--- src/rtl/vfe_pkg.sv ---
// Shared types, constants and codes of the volume fade envelope block.
package vfe_pkg;

	// Field and datapath widths
	localparam int LEVEL_W    = 16;
	localparam int VOLUME_W   = 8;
	localparam int GAIN_W     = 9;
	localparam int BYTE_W     = 8;
	localparam int CFG_IDX_W  = 3;
	localparam int CFG_DATA_W = 16;

	// Serial multiplier operand widths: the multiplicand is the widest partial
	// product that is fed back (17 bits), the multiplier is the envelope level.
	localparam int MCAND_W  = 17;
	localparam int MPLIER_W = 16;
	localparam int PROD_W   = MCAND_W + MPLIER_W;
	localparam int CNT_W    = $clog2(MPLIER_W);

	// Level and byte limits
	localparam logic [LEVEL_W-1:0] FULL_LEVEL = 16'h8000;
	localparam logic [BYTE_W-1:0]  BYTE_MAX   = 8'hff;

	// Item opcodes
	localparam logic OP_TICK  = 1'b0;
	localparam logic OP_START = 1'b1;

	// Configuration register indexes
	localparam logic [CFG_IDX_W-1:0] REG_CHANNEL_VOLUME = 3'd0;
	localparam logic [CFG_IDX_W-1:0] REG_CHANNEL_GAIN   = 3'd1;
	localparam logic [CFG_IDX_W-1:0] REG_TRACK_GAIN     = 3'd2;
	localparam logic [CFG_IDX_W-1:0] REG_TRACK_MASK     = 3'd3;

	// Configuration reset values
	localparam logic [VOLUME_W-1:0] VOLUME_RESET = 8'hff;
	localparam logic [GAIN_W-1:0]   GAIN_UNITY   = 9'h100;

	// Fade modes
	typedef enum logic [1:0] {
		MODE_NONE      = 2'd0,
		MODE_IN        = 2'd1,
		MODE_OUT_STOP  = 2'd2,
		MODE_OUT_PAUSE = 2'd3
	} fade_mode_t;

	// Envelope state as seen by the sequencer
	typedef struct packed {
		fade_mode_t         mode;
		logic [LEVEL_W-1:0] level;
		logic               stop;
		logic               pause;
	} env_state_t;

	// Request to the serial multiplier
	typedef struct packed {
		logic                start;
		logic [MCAND_W-1:0]  mcand;
		logic [MPLIER_W-1:0] mplier;
	} smul_req_t;

	// Answer of the serial multiplier
	typedef struct packed {
		logic              done;
		logic [PROD_W-1:0] prod;
	} smul_rsp_t;

endpackage

--- src/rtl/vfe_env.sv ---
// Envelope state of the fade engine: mode, level, step and the request flags.
module vfe_env (
	input  logic                           clk,
	input  logic                           arst_n,
	input  logic                           accept,
	input  logic                           opcode,
	input  logic [1:0]                     new_mode,
	input  logic [vfe_pkg::LEVEL_W-1:0]    new_step,
	input  logic [vfe_pkg::LEVEL_W-1:0]    new_level,
	output vfe_pkg::env_state_t            env
);
	import vfe_pkg::*;

	fade_mode_t         mode_q, mode_d;
	logic [LEVEL_W-1:0] level_q, level_d;
	logic [LEVEL_W-1:0] step_q, step_d;
	logic               stop_q, stop_d;
	logic               pause_q, pause_d;
	logic [LEVEL_W-1:0] level_up;
	logic [LEVEL_W-1:0] level_down;
	logic               under;

	// Both directions of the level update, the sum wrapping at 16 bits
	assign level_up   = level_q + step_q;
	assign level_down = level_q - step_q;
	assign under      = level_q < step_q;

	// Next state for one item
	always_comb begin
		mode_d  = mode_q;
		level_d = level_q;
		step_d  = step_q;
		stop_d  = 1'b0;
		pause_d = 1'b0;
		if (opcode == OP_START) begin
			mode_d  = fade_mode_t'(new_mode);
			step_d  = new_step;
			level_d = new_level;
		end else begin
			case (mode_q)
				MODE_IN: begin
					if (level_up[LEVEL_W-1]) begin
						mode_d  = MODE_NONE;
						level_d = FULL_LEVEL;
						step_d  = '0;
					end else begin
						level_d = level_up;
					end
				end
				MODE_OUT_STOP: begin
					if (under) begin
						mode_d  = MODE_NONE;
						level_d = '0;
						stop_d  = 1'b1;
					end else begin
						level_d = level_down;
					end
				end
				MODE_OUT_PAUSE: begin
					if (under) begin
						level_d = '0;
						pause_d = 1'b1;
					end else begin
						level_d = level_down;
					end
				end
				default: begin
					level_d = level_q;
				end
			endcase
		end
	end

	// State registers, updated once per accepted item
	always_ff @(posedge clk or negedge arst_n) begin
		if (!arst_n) begin
			mode_q  <= MODE_NONE;
			level_q <= FULL_LEVEL;
			step_q  <= '0;
			stop_q  <= 1'b0;
			pause_q <= 1'b0;
		end else if (accept) begin
			mode_q  <= mode_d;
			level_q <= level_d;
			step_q  <= step_d;
			stop_q  <= stop_d;
			pause_q <= pause_d;
		end
	end

	assign env.mode  = mode_q;
	assign env.level = level_q;
	assign env.stop  = stop_q;
	assign env.pause = pause_q;

endmodule

--- src/rtl/vfe_smul.sv ---
// Bit-serial shift-and-add multiplier, one multiplier bit per cycle.
module vfe_smul (
	input  logic                clk,
	input  logic                arst_n,
	input  vfe_pkg::smul_req_t  req,
	output vfe_pkg::smul_rsp_t  rsp
);
	import vfe_pkg::*;

	logic [MCAND_W-1:0]  mcand_q;
	logic [MCAND_W-1:0]  hi_q;
	logic [MPLIER_W-1:0] lo_q;
	logic [CNT_W-1:0]    cnt_q;
	logic                busy_q;
	logic                done_q;
	logic [MCAND_W:0]    sum;
	logic                last;

	// Add the multiplicand when the low multiplier bit is set
	assign sum  = {1'b0, hi_q} + (lo_q[0] ? {1'b0, mcand_q} : '0);
	assign last = cnt_q == CNT_W'(MPLIER_W - 1);

	// Control: step counter and the done pulse
	always_ff @(posedge clk or negedge arst_n) begin
		if (!arst_n) begin
			cnt_q  <= '0;
			busy_q <= 1'b0;
			done_q <= 1'b0;
		end else begin
			done_q <= busy_q && last;
			if (req.start) begin
				cnt_q  <= '0;
				busy_q <= 1'b1;
			end else if (busy_q) begin
				cnt_q <= cnt_q + 1'b1;
				if (last) begin
					busy_q <= 1'b0;
				end
			end
		end
	end

	// Datapath: the partial sum shifts right into the multiplier register
	always_ff @(posedge clk) begin
		if (req.start) begin
			mcand_q <= req.mcand;
			hi_q    <= '0;
			lo_q    <= req.mplier;
		end else if (busy_q) begin
			hi_q <= sum[MCAND_W:1];
			lo_q <= {sum[0], lo_q[MPLIER_W-1:1]};
		end
	end

	assign rsp.done = done_q;
	assign rsp.prod = {hi_q, lo_q};

endmodule

--- src/rtl/volume_fade_envelope_core.sv ---
// Top level of the volume fade envelope: config, sequencer and result register.
//
// One item goes in on the input channel (in_valid / in_ready): a frame tick or
// the start of a fade. The block updates the envelope and then forms the master
// and track volume bytes with one shared bit-serial multiplier, which runs three
// products in turn (volume times gain, that times the level, the upper part
// times the track gain), 16 multiplier bits each. One item is worked on at a
// time; the next one is accepted in the cycle after the result has moved into
// the output register.
// Results leave on the output channel (out_valid / out_ready). A result that
// the receiver does not take stays in the output register while the next item
// is accepted and computed; that item then waits until the register is free.
// Configuration writes (cfg_we, cfg_index, cfg_data) take effect at once and
// are to be made while the block is idle; the user must keep to this, as the
// block has no check for it. Reset clears the envelope to full level with no
// fade, and sets unity gains and full base volume.
module volume_fade_envelope_core (
	input  logic                             clk,
	input  logic                             arst_n,
	// Configuration write port
	input  logic                             cfg_we,
	input  logic [vfe_pkg::CFG_IDX_W-1:0]    cfg_index,
	input  logic [vfe_pkg::CFG_DATA_W-1:0]   cfg_data,
	// Input channel
	input  logic                             in_valid,
	output logic                             in_ready,
	input  logic                             opcode,
	input  logic [1:0]                       new_mode,
	input  logic [vfe_pkg::LEVEL_W-1:0]      new_step,
	input  logic [vfe_pkg::LEVEL_W-1:0]      new_level,
	// Output channel
	output logic                             out_valid,
	input  logic                             out_ready,
	output logic [vfe_pkg::BYTE_W-1:0]       master_level,
	output logic [vfe_pkg::BYTE_W-1:0]       track_level,
	output logic                             stop_request,
	output logic                             pause_request,
	output logic [1:0]                       mode_now
);
	import vfe_pkg::*;

	typedef enum logic [4:0] {
		ST_IDLE   = 5'b00001,
		ST_MUL_VG = 5'b00010,
		ST_MUL_L  = 5'b00100,
		ST_MUL_T  = 5'b01000,
		ST_DONE   = 5'b10000
	} seq_state_t;

	seq_state_t          state_q, state_d;
	logic [VOLUME_W-1:0] channel_volume_q;
	logic [GAIN_W-1:0]   channel_gain_q;
	logic [GAIN_W-1:0]   track_gain_q;
	logic [BYTE_W-1:0]   master_q;
	logic [BYTE_W-1:0]   track_q;
	logic                out_valid_q;
	logic [BYTE_W-1:0]   master_level_q;
	logic [BYTE_W-1:0]   track_level_q;
	logic                stop_request_q;
	logic                pause_request_q;
	logic [1:0]          mode_now_q;
	logic                in_accept;
	logic                out_free;
	logic                load_out;
	env_state_t          env;
	smul_req_t           mul_req;
	smul_rsp_t           mul_rsp;
	logic [BYTE_W-1:0]   master_sat;
	logic [BYTE_W-1:0]   track_sat;

	assign in_ready  = state_q == ST_IDLE;
	assign in_accept = in_valid && in_ready;
	assign out_free  = !out_valid_q || out_ready;
	assign load_out  = (state_q == ST_DONE) && out_free;

	// Configuration registers
	always_ff @(posedge clk or negedge arst_n) begin
		if (!arst_n) begin
			channel_volume_q <= VOLUME_RESET;
			channel_gain_q   <= GAIN_UNITY;
			track_gain_q     <= GAIN_UNITY;
		end else if (cfg_we) begin
			case (cfg_index)
				REG_CHANNEL_VOLUME: channel_volume_q <= cfg_data[VOLUME_W-1:0];
				REG_CHANNEL_GAIN:   channel_gain_q   <= cfg_data[GAIN_W-1:0];
				REG_TRACK_GAIN:     track_gain_q     <= cfg_data[GAIN_W-1:0];
				// The track mask is not stored here; no level uses it.
				REG_TRACK_MASK:     channel_volume_q <= channel_volume_q;
				default:            channel_volume_q <= channel_volume_q;
			endcase
		end
	end

	// Envelope state
	vfe_env u_env (
		.clk       (clk),
		.arst_n    (arst_n),
		.accept    (in_accept),
		.opcode    (opcode),
		.new_mode  (new_mode),
		.new_step  (new_step),
		.new_level (new_level),
		.env       (env)
	);

	// Shared serial multiplier
	vfe_smul u_smul (
		.clk    (clk),
		.arst_n (arst_n),
		.req    (mul_req),
		.rsp    (mul_rsp)
	);

	// Saturate the top bits of the level products to one byte
	assign master_sat = (|mul_rsp.prod[PROD_W-1:31]) ? BYTE_MAX : mul_rsp.prod[30:23];
	assign track_sat  = (|mul_rsp.prod[PROD_W-1:23]) ? BYTE_MAX : mul_rsp.prod[22:15];

	// Sequencer: issue each product as the previous one completes
	always_comb begin
		state_d        = state_q;
		mul_req.start  = 1'b0;
		mul_req.mcand  = MCAND_W'(channel_gain_q);
		mul_req.mplier = MPLIER_W'(channel_volume_q);
		case (state_q)
			ST_IDLE: begin
				mul_req.start = in_accept;
				if (in_accept) begin
					state_d = ST_MUL_VG;
				end
			end
			ST_MUL_VG: begin
				mul_req.start  = mul_rsp.done;
				mul_req.mcand  = mul_rsp.prod[MCAND_W-1:0];
				mul_req.mplier = env.level;
				if (mul_rsp.done) begin
					state_d = ST_MUL_L;
				end
			end
			ST_MUL_L: begin
				mul_req.start  = mul_rsp.done;
				mul_req.mcand  = mul_rsp.prod[PROD_W-1:16];
				mul_req.mplier = MPLIER_W'(track_gain_q);
				if (mul_rsp.done) begin
					state_d = ST_MUL_T;
				end
			end
			ST_MUL_T: begin
				if (mul_rsp.done) begin
					state_d = ST_DONE;
				end
			end
			ST_DONE: begin
				if (out_free) begin
					state_d = ST_IDLE;
				end
			end
			default: begin
				state_d = ST_IDLE;
			end
		endcase
	end

	always_ff @(posedge clk or negedge arst_n) begin
		if (!arst_n) begin
			state_q <= ST_IDLE;
		end else begin
			state_q <= state_d;
		end
	end

	// Level bytes as the second and third products complete
	always_ff @(posedge clk) begin
		if ((state_q == ST_MUL_L) && mul_rsp.done) begin
			master_q <= master_sat;
		end
		if ((state_q == ST_MUL_T) && mul_rsp.done) begin
			track_q <= track_sat;
		end
	end

	// Output register
	always_ff @(posedge clk or negedge arst_n) begin
		if (!arst_n) begin
			out_valid_q <= 1'b0;
		end else if (load_out) begin
			out_valid_q <= 1'b1;
		end else if (out_ready) begin
			out_valid_q <= 1'b0;
		end
	end

	always_ff @(posedge clk) begin
		if (load_out) begin
			master_level_q  <= master_q;
			track_level_q   <= track_q;
			stop_request_q  <= env.stop;
			pause_request_q <= env.pause;
			mode_now_q      <= env.mode;
		end
	end

	assign out_valid     = out_valid_q;
	assign master_level  = master_level_q;
	assign track_level   = track_level_q;
	assign stop_request  = stop_request_q;
	assign pause_request = pause_request_q;
	assign mode_now      = mode_now_q;

endmodule
--- config.mk ---
export PLATFORM = sky130hd
export DESIGN_NAME = volume_fade_envelope_core
export DESIGN_NICKNAME = d
export VERILOG_FILES = /design/src/rtl/vfe_pkg.sv /design/src/rtl/vfe_env.sv /design/src/rtl/vfe_smul.sv /design/src/rtl/volume_fade_envelope_core.sv
export SDC_FILE = /design/constraint.sdc
export NUM_CORES = 1
export LEC_CHECK = 0
export BUFFER_PORTS_ARGS = -buffer_cell sky130_fd_sc_hd__buf_4
export CAP_MARGIN = 20
export CORE_ASPECT_RATIO = 1.2
export CORE_MARGIN = 1
export CORE_UTILIZATION = 60
export CTS_CLUSTER_DIAMETER = 60
export DETAILED_ROUTE_END_ITERATION = 10
export HOLD_SLACK_MARGIN = 0.02
export PLACE_DENSITY = 0.9
export SKIP_CTS_REPAIR_TIMING = 1
export SLEW_MARGIN = 15
export SYNTH_ARGS = -nofsm -noshare
export SYNTH_HDL_FRONTEND = slang
export SYNTH_HIERARCHICAL = 1
export SYNTH_SLANG_ARGS = --single-unit
--- constraint.sdc ---
create_clock -name clk -period 7.3 [get_ports clk]
set_input_delay 1.46 -clock clk [delete_from_list [all_inputs] [get_ports clk]]
set_output_delay 1.46 -clock clk [all_outputs]
set_load 0.02 [all_outputs]
* Yosys cells after proc, flatten, opt, wreduce, memory -nomap -nowiden
Index checks and enable logic that the tools add are counted.
** Storage, ports and cells
- Input bits :: 59
- Register bits after elaboration :: 160
** Operators by class
- Add/subtract/negate cells :: 4
- Mux-type cells :: 34
- $lt $le $gt $ge :: 1
- Equal/unequal tests :: 18
- Reduce and logical (&&, ||, !) cells :: 25
** Operators by type and width (number)
- $mux W16 :: 8
- $pmux W33 S2 :: 1
- $pmux W16 S2 :: 1
- $mux W5 :: 5
- $pmux W5 S5 :: 1
- $add A17 B18 Y18 :: 1
- $mux W17 :: 1
- $add A16 B16 Y16 :: 1
- $lt A16 B16 Y1 :: 1
- $sub A16 B16 Y16 :: 1
- $mux W1 :: 10
- $reduce_or A10 Y1 :: 1
- $mux W4 :: 2
- $ne A2 B1 Y1 const B :: 4
- $reduce_and A2 Y1 :: 4
- $reduce_bool A2 Y1 :: 4
- $mux W2 :: 3
- $ne A3 B2 Y1 const B :: 2
- $reduce_bool A3 Y1 :: 2
- $reduce_or A2 Y1 :: 3
- $eq A5 B1 Y1 const B :: 1
- $eq A5 B2 Y1 const B :: 1
- $eq A5 B3 Y1 const B :: 1
- $eq A5 B4 Y1 const B :: 1
- other kinds (17) :: 22

* Longest topological paths before layout
Gate-level depths: netlist (run 1).
- Word-level depth :: 4
- Gate-level depth with buffers :: 13

* Hierarchy
The synthesis (run 1) kept the hierarchy.
** Modules (own cells, without submodules)
- vfe_env :: area an instance 3188.1 µm², sequential area each 902.1 µm², cells each 384, instances 1
- volume_fade_envelope_core :: area an instance 3158.0 µm², sequential area each 1895.6 µm², cells each 230, instances 1
- vfe_smul :: area an instance 2975.4 µm², sequential area each 1481.4 µm², cells each 267, instances 1

* Worst setup path before layout (run 1)
OpenSTA, ideal clock, no wires.
- Path type :: reg2reg
- Start :: register state_q[3]
- End :: register u_smul.lo_q[0], data pin
- Data required time :: 7040 ps
- Path buffers :: 4
- Path slack :: 3981 ps
- Arrival :: 3059 ps
- Cell stages (with the launch flop) :: 9
- Cell sequence :: dfrtp_1 -> buf_6 -> nor4_4 -> a22oi_4 -> buf_6 -> o2bb2ai_1 -> clkbuf_1 -> buf_1 -> mux2_2
** RTL lines
- from (decl) :: RTL line volume_fade_envelope_core.sv:50 : seq_state_t state_q, state_d;
- from (signal assigned) :: RTL line volume_fade_envelope_core.sv:167 : state_q <= state_d;
- to (signal assigned) :: RTL line vfe_smul.sv:48 : lo_q <= req.mplier;
- to (signal assigned) :: RTL line vfe_smul.sv:51 : lo_q <= {sum[0], lo_q[MPLIER_W-1:1]};
- to (decl) :: RTL line vfe_smul.sv:12 : logic [MPLIER_W-1:0] lo_q;

* Worst setup path in the final report (run 1)
- Start :: register state_q[1]
- End :: register u_env.level_q[12]
** On the way
- Word-level cells in the longest chain between the ends :: 3
** RTL lines
- $eq A5 B1 Y1 :: RTL line volume_fade_envelope_core.sv:71 : assign in_ready = state_q == ST_IDLE;
- $logic_and A1 B1 Y1 :: RTL line volume_fade_envelope_core.sv:72 : assign in_accept = in_valid && in_ready;
- via in_accept :: RTL line volume_fade_envelope_core.sv:62 : logic in_accept;
- $reduce_and A2 Y1 (no line)
- to (signal assigned) :: RTL line vfe_env.sv:84 : level_q <= level_d;
- to (decl) :: RTL line vfe_env.sv:15 : logic [LEVEL_W-1:0] level_q, level_d;
The timed path passes the listed nets, and every way through them passes these cells.
A chain may end at the register's enable or synchronous reset.

==> results.sh, run 1 <==
export IMPL_clk_latency_ps=430
export IMPL_syn2layout_area_growth_pct=13.3
export IMPL_synth_distinct_cells=95
export IMPL_wl_per_cell_um=19.0
export IMPL_floorplan_rows=49
export IMPL_path_depth=7
export IMPL_h_tree_depth=4
export IMPL_final_core_util_pct=70.0
export IMPL_path_clk_slew_ps=70
export IMPL_die_w_um=116
export IMPL_stdcell_count=1149
export IMPL_ys_ff_latch=160
export IMPL_ios=81
export IMPL_hold_viol=0
export IMPL_grt_overflow=0
export IMPL_drive_above_1_share_pct=21.4
export IMPL_min_period_over_period_pct=52.4
export IMPL_fin_crit_ps=3820
export IMPL_worstSetupStartpoint="state_q[1]"
export IMPL_rr_startpoint="state_q[1]"
export IMPL_slowest_stage="and2_1"
export IMPL_chipHeight_um=139
export IMPL_status="finished clean"
export IMPL_routed_wl_um=21900
export IMPL_yosysSeqAreaShare_pct=45.9
export IMPL_final_nets=1043
export IMPL_crit_chain="or3_1, nor3b_2, and2_1, o31a_1, nand2_1, a311oi_1, a21oi_1"
export IMPL_min_delay_start="master_q[5]"
export IMPL_ys_warn_count=6
export IMPL_cts_tree="built"
export IMPL_r2r_cells=7
export IMPL_p_per_area_mw_per_mm2=448
export IMPL_grt_pass1_wl_um=35100
export IMPL_synth_net_count=992
export IMPL_wl_met1_um=8810
export IMPL_p_leak_nw=4.51
export IMPL_start_util_pct=61.8
export IMPL_holdPathStages=0
export IMPL_vias=7285
export IMPL_antenna_found_initial=0
export IMPL_skew_ps=9.00
export IMPL_ant_nets=0
export IMPL_slew_limit_headroom_pct=35.7
export IMPL_synth_cells=881
export IMPL_crit_buf_inv=0
export IMPL_drt_pass1_iterations=7
export IMPL_drt_initial_drc_count=658
export IMPL_r2r_slack_ps=3480
export IMPL_multi_input_area_mm2=0.00463
export IMPL_numPortBuffers=73
export IMPL_synth_area_mm2=0.00932
export IMPL_cts_buffers=17
export IMPL_wl_met2_um=11200
export IMPL_ir_drop_mv=0.354
export IMPL_dr_max_layer_used="met4"
export IMPL_crit_required_ps=7600
export IMPL_rsz0062_at_grt="false"
export IMPL_nFillCells=1116
export IMPL_dp_cells=1114
export IMPL_finish_instance_area_mm2=0.0106
export IMPL_syn_avg_cell_area_um2=10.6
export IMPL_crit_path_end_kind="flip-flop"
export IMPL_max_freq_ghz=0.262
export IMPL_setup_slack_ps=3480
export IMPL_fin_tns_setup_ps=0
export IMPL_tightest_slew_ps=938
export IMPL_slowest_delay_ps=700
export IMPL_grt_total_usage_pct=28.4
export IMPL_min_delay_path_class="flip-flop to flip-flop"
export IMPL_placed_cell_area_mm2=0.00993
export IMPL_synth_async_sr_flop_share_pct=46.3
export IMPL_cts_sinks=160
export IMPL_antennaDiodeCount=0
export IMPL_grt_max_degree=75
export IMPL_synth_edf_count=69
export IMPL_cp_arrival_ps=4130
export IMPL_cp_max_fo=18
export IMPL_crit_type="flip-flop to flip-flop"
export IMPL_drc_errors=0
export IMPL_clock_path_buffers=2
export IMPL_regArea_mm2=0.00428
export IMPL_synthFlopType="edfxtp_1"
export IMPL_wl_met3_um=1170
export IMPL_setup_violations=0
export IMPL_cp_top_family="simple AND/OR/NAND/NOR gates"
export IMPL_fp_coreArea_mm2=0.0151
export IMPL_dp_slack_ps=3560
export IMPL_dieArea_mm2=0.0160
export IMPL_viasPerCell=6.34
export IMPL_maxCapViolCount=0
export IMPL_slew_viol_final=0
export IMPL_worst_setup_path_start_kind="flip-flop"
export IMPL_clockRootBuffer="clkbuf_16"
export IMPL_grt_pass1_vias=7054
export IMPL_hpwl_um=15500
export IMPL_place_congestion=0.930
==> worst paths after layout <==
check / end
min in group asynchronous: channel_gain_q[2]
max reg2reg: u_env/level_q[12]
max: u_env/level_q[12]
min: master_level[5]
max in group asynchronous: u_env/level_q[14]
min reg2reg: master_level[5]
==> cell families (layout without fill, tap and decap cells) <==
group,Yosys count,after routing,synth area share [%]
muxes,50,50,6.00
xor gates and xnor gates,18,18,1.69
DFF,160,160,45.9
buffers and inverters,98,162,4.74
adders and majority gates,52,52,7.22
and+or+nand+nor,279,279,16.1
AOI/OAI and AO/OA,224,224,18.3
==> worst register-to-register path, stage by stage (launching register included) <==
cell and delay (ps):
dfrtp_1 610, or3_1 470, nor3b_2 400, and2_1 700, o31a_1 570, nand2_1 410, a311oi_1 410, a21oi_1 120
==> placed cells by master (no fill, tap or decap), drive strengths merged, types with 6 or more instances in the layout <==
| cell | n |
|---|---|
| a22oi | 6 |
| a221oi | 8 |
| mux2 | 44 |
| xor2 | 6 |
| nor2 | 55 |
| a21oi | 50 |
| clkbuf | 19 |
| or3 | 14 |
| nor3 | 25 |
| inv | 53 |
| a221o | 19 |
| a31oi | 7 |
| mux2i | 6 |
| dfstp | 12 |
| nand4 | 12 |
| and3 | 22 |
| o211ai | 6 |
| o21ai | 36 |
| edfxtp | 69 |
| buf | 80 |
| or2 | 8 |
| a22o | 29 |
| nand2b | 13 |
| ha | 49 |
| nand3 | 26 |
| dfxtp | 17 |
| and2 | 21 |
| a21o | 10 |
| dfrtp | 62 |
| nor2b | 9 |
| nand2 | 52 |
| xnor2 | 12 |
==> Yosys cell counts (all sizes together), types with 7 or more instances <==
master / instances / area share (%)
edfxtp: 69 / 22
dfrtp: 62 / 17
nor2: 55 / 2.3
nand2: 52 / 2.1
a21oi: 50 / 2.7
ha: 49 / 6.6
inv: 48 / 1.9
mux2: 44 / 5.4
o21ai: 36 / 2.1
a22o: 29 / 2.7
nand3: 26 / 1.4
buf: 25 / 1.8
nor3: 25 / 1.5
clkbuf: 24 / 0.97
and3: 22 / 1.5
and2: 21 / 1.4
a221o: 19 / 2.0
dfxtp: 17 / 3.7
or3: 14 / 0.95
nand2b: 13 / 0.87
dfstp: 12 / 3.4
nand4: 12 / 0.81
xnor2: 12 / 1.1
a21o: 10 / 0.82
nor2b: 9 / 0.68
a221oi: 8 / 0.82
or2: 8 / 0.54
a31oi: 7 / 0.54
==> state kept, by name, summed over array words and instances (netlist names), 2 cells and up <==
name,cells
master_q,8
u_smul/hi_q,17
channel_gain_q,9
u_smul/mcand_q,17
state_q,5
track_gain_q,9
channel_volume_q,8
u_env/step_q,16
u_smul/lo_q,16
track_level,8
u_smul/cnt_q,4
master_level,8
track_q,8
mode_now,2
u_env/mode_q,2
u_env/level_q,16
==> per-stage QoR <==
stage / hold slack [ps] / total power, W
2_1_floorplan: 400 / 0.00324
3_3_place_gp: 401 / 0.00367
3_5_place_dp: 405 / 0.00376
4_1_cts: 419 / 0.00467
5_1_grt: 425 / 0.00501
6_report: 418 / 0.00473
==> final cells by class <==
type	count	area share, %
clock buffer	18	4.06
timing repair buffer	81	5.96
inverter	49	1.74
multi-input combinational	623	43.8
clock inverter	14	1.48
tap	204	2.42
sequential	160	40.5
==> power breakdown <==
part           leakage, nW  switching (W)  internal (W)
Combinational         2.53        0.00134      0.000973
Sequential            1.71       0.000283       0.00125
Clock                0.276       0.000375      0.000509
==> per-layer routing <==
metal  vias up  global-route usage [%]
met4         0                    13.0
met5         -                       0
met3        49                    5.07
met1      3578                    34.4
li1       3385                       -
met2       273                    48.8
(Power assumes the default switching activity.)
==> run 2, diff against run 1 <==
ABC_AREA = 1   (was unset)
CORE_UTILIZATION = 55   (was 60)
PLACE_DENSITY = 0.87   (was 0.9)
clock period = 3.07 ns   (was 7.3 ns; I/O delays follow)
==> run 2 against run 1 <==
Compared with the run above: register-to-register slack lost 3100 ps; via count increased by 25%; sequential cell count did not move; clock skew up 1.2 ps; routed wire length is 18% higher; clock power increased by 140%; critical path depth increased by 8; power increased to 2.6 times the previous value; synthesized cell count grew 58%; sequential share of layout area fell by 3.4 points; hold slack got worse by 90 ps; critical path type unchanged; highest routed layer unchanged.
==> results.sh, run 2 <==
export IMPL_status="finished clean"
export IMPL_skew_ps=10.2
export IMPL_clk_latency_ps=440
export IMPL_nFillCells=1586
export IMPL_vias=9138
export IMPL_syn_avg_cell_area_um2=7.39
export IMPL_grt_pass1_vias=8997
export IMPL_synth_most_common_cell="nand2_1"
export IMPL_min_delay_path_class="primary input to async pin"
export IMPL_setup_slack_ps=346
export IMPL_drt_initial_drc_count=753
export IMPL_synth_distinct_cells=51
export IMPL_start_util_pct=56.5
export IMPL_synth_async_sr_flop_share_pct=46.3
export IMPL_min_period_over_period_pct=88.7
export IMPL_cts_tree="built"
export IMPL_final_nets=1563
export IMPL_cp_max_fo=10
export IMPL_syn2layout_area_growth_pct=11.8
export IMPL_synth_net_count=1506
export IMPL_fin_hold_ws_ps=328
export IMPL_fin_crit_ps=2720
export IMPL_synthTopCellsByArea="edfxtp_1 20%, nand2_1 17%, dfrtp_1 15%, inv_1 7.5%, ha_1 6.0%"
export IMPL_fp_coreArea_mm2=0.0182
export IMPL_power_switching_w=0.00587
export IMPL_p_per_area_mw_per_mm2=1050
export IMPL_routed_wl_um=25700
export IMPL_hold_viol=0
export IMPL_grt_overflow=0
export IMPL_slew_viol_final=0
export IMPL_maxCapViolCount=0
export IMPL_path_clk_slew_ps=70
export IMPL_crit_path_end_kind="flip-flop"
export IMPL_clockRootBuffer="clkbuf_16"
export IMPL_rsz0062_at_grt="false"
export IMPL_synth_top_area_cell="edfxtp_1"
export IMPL_max_freq_ghz=0.367
export IMPL_synthTopCellsByCount="479 x nand2_1, 206 x inv_1, 116 x nor2_1, 108 x nand3_1, 69 x edfxtp_1"
export IMPL_cts_buffers=17
export IMPL_synth_cells=1395
export IMPL_crit_type="flip-flop to flip-flop"
export IMPL_dieArea_mm2=0.0193
export IMPL_final_cell_mix="479 x nand2_1, 206 x inv_1, 115 x nor2_1"
export IMPL_crit_chain="ha_1, fa_1, inv_1, nand3_1, nand2_2, nand2_1, nand2_1, nand2_1, nand2_1, nand2_2, inv_2, nand3_1, nand3_1, nand2_1, nand2_1"
export IMPL_pwr_share_clk_pct=17.6
export IMPL_h_tree_depth=4
export IMPL_tightest_slew_ps=944
export IMPL_pwr_share_comb_pct=53.7
export IMPL_ys_warn_count=6
export IMPL_p_seq_share_pct=28.7
export IMPL_p_int_w=0.00626
export IMPL_drive_above_1_share_pct=14.9
export IMPL_viasPerCell=5.41
export IMPL_multi_input_area_mm2=0.00490
export IMPL_grt_total_usage_pct=27.7
export IMPL_wl_per_cell_um=15.2
export IMPL_synth_area_mm2=0.0103
export IMPL_swShare_pct=48.4
export IMPL_numPortBuffers=73
export IMPL_antennaDiodeCount=0
export IMPL_worst_setup_path_start_kind="flip-flop"
export IMPL_slew_limit_headroom_pct=37.0
export IMPL_hpwl_um=19200
export IMPL_grt_pass1_wl_um=41900
export IMPL_cts_sinks=160
export IMPL_yosysSeqAreaShare_pct=41.5
export IMPL_setup_violations=0
export IMPL_ios=81
export IMPL_dp_slack_ps=464
export IMPL_cp_arrival_ps=3100
export IMPL_floorplan_rows=54
export IMPL_regArea_mm2=0.00428
export IMPL_p_leak_nw=6.10
export IMPL_drc_errors=0
export IMPL_antenna_found_initial=0
export IMPL_final_common_cell="nand2_1"
export IMPL_synth_edf_count=69
export IMPL_crit_required_ps=3450
export IMPL_final_core_util_pct=63.2
export IMPL_finalPower_w=0.0121
export IMPL_ir_drop_mv=0.589
export IMPL_post_synth_top_area_fraction_pct=20.1
export IMPL_clock_path_buffers=2
export IMPL_ys_ff_latch=160
export IMPL_drt_pass1_iterations=6
export IMPL_slowest_stage="dfrtp_1"
export IMPL_crit_top_cell="nand2_1"
export IMPL_grt_max_degree=75
export IMPL_place_congestion=0.986
export IMPL_synthFlopType="edfxtp_1"
export IMPL_die_w_um=127
export IMPL_chipHeight_um=152
export IMPL_slowest_delay_ps=430
export IMPL_fin_tns_setup_ps=0
export IMPL_reg_largest_list="u_smul/hi_q: 17 flops, u_smul/mcand_q: 17 flops"
export IMPL_ant_nets=0
==> run 2: worst paths after layout <==
kind / end / cells after the start / slack, ps / from
max in group asynchronous: track_gain_q[7] / 1 / 2140 / arst_n
min reg2reg: track_level[7] / 0 / 420 / track_q[7]
min: u_env/step_q[2] / 1 / 330 / arst_n
max reg2reg: u_env/level_q[15] / 15 / 350 / u_env/step_q[0]
max: u_env/level_q[15] / 15 / 350 / u_env/step_q[0]
min in group clk: state_q[0] / 2 / 370 / in_valid
==> run 2: cells by family after synthesis <==
logic type | count (synthesis) | share of synthesized area (%)
DFF | 160 | 41.5
xor gates and xnor gates | 14 | 1.19
buffers and inverters | 270 | 11.0
and+or+nand+nor | 787 | 32.9
adders and majority gates | 52 | 6.53
AOI/OAI and AO/OA | 112 | 6.82
==> run 2: per-layer routing <==
metal	vias up	part of all wire (%)	wire [um]	GRT usage [%]
li1	4470	-	-	-
met4	0	5.4	1380	15.9
met1	4254	38	9750	30.2
met2	319	52	13300	50.2
met5	-	0	0	0
met3	95	5.2	1340	4.79
==> run 2: area by class of cell <==
class,count,share of cell area [%]
inverter,223,7.27
clock buffer,17,3.69
tap,224,2.43
multi-input combinational,965,42.5
clock inverter,15,1.41
timing repair buffer,85,5.54
sequential,160,37.1
==> run 2: through the flow <==
step / cells / area, um^2
after floorplan: 1395 / 10300
after global placement: 1657 / 10900
after detailed placement: 1657 / 10900
after CTS: 1689 / 11500
after global routing: 1689 / 11500
final: 1689 / 11500
==> run 2: worst max-delay path: cells and delay by family, from the launching register on <==
| family | cells | cell delay (ps) |
|---|---|---|
| adder cells (fa/ha/maj) | 2 | 610 |
| buffers and inverters | 2 | 360 |
| flip-flops | 1 | 430 |
| AND/OR/NAND/NOR | 11 | 1260 |
==> run 2: power by group through the flow <==
| stage | Sequential, W | Clock [W] | Combinational [W] |
|---|---|---|---|
| 2_1_floorplan | 0.00332 | 0 | 0.00505 |
| 3_3_place_gp | 0.00347 | 0 | 0.00616 |
| 3_5_place_dp | 0.00351 | 0 | 0.00631 |
| 4_1_cts | 0.00347 | 0.00216 | 0.00638 |
| 5_1_grt | 0.00355 | 0.00224 | 0.00724 |
| 6_report | 0.00348 | 0.00213 | 0.00652 |
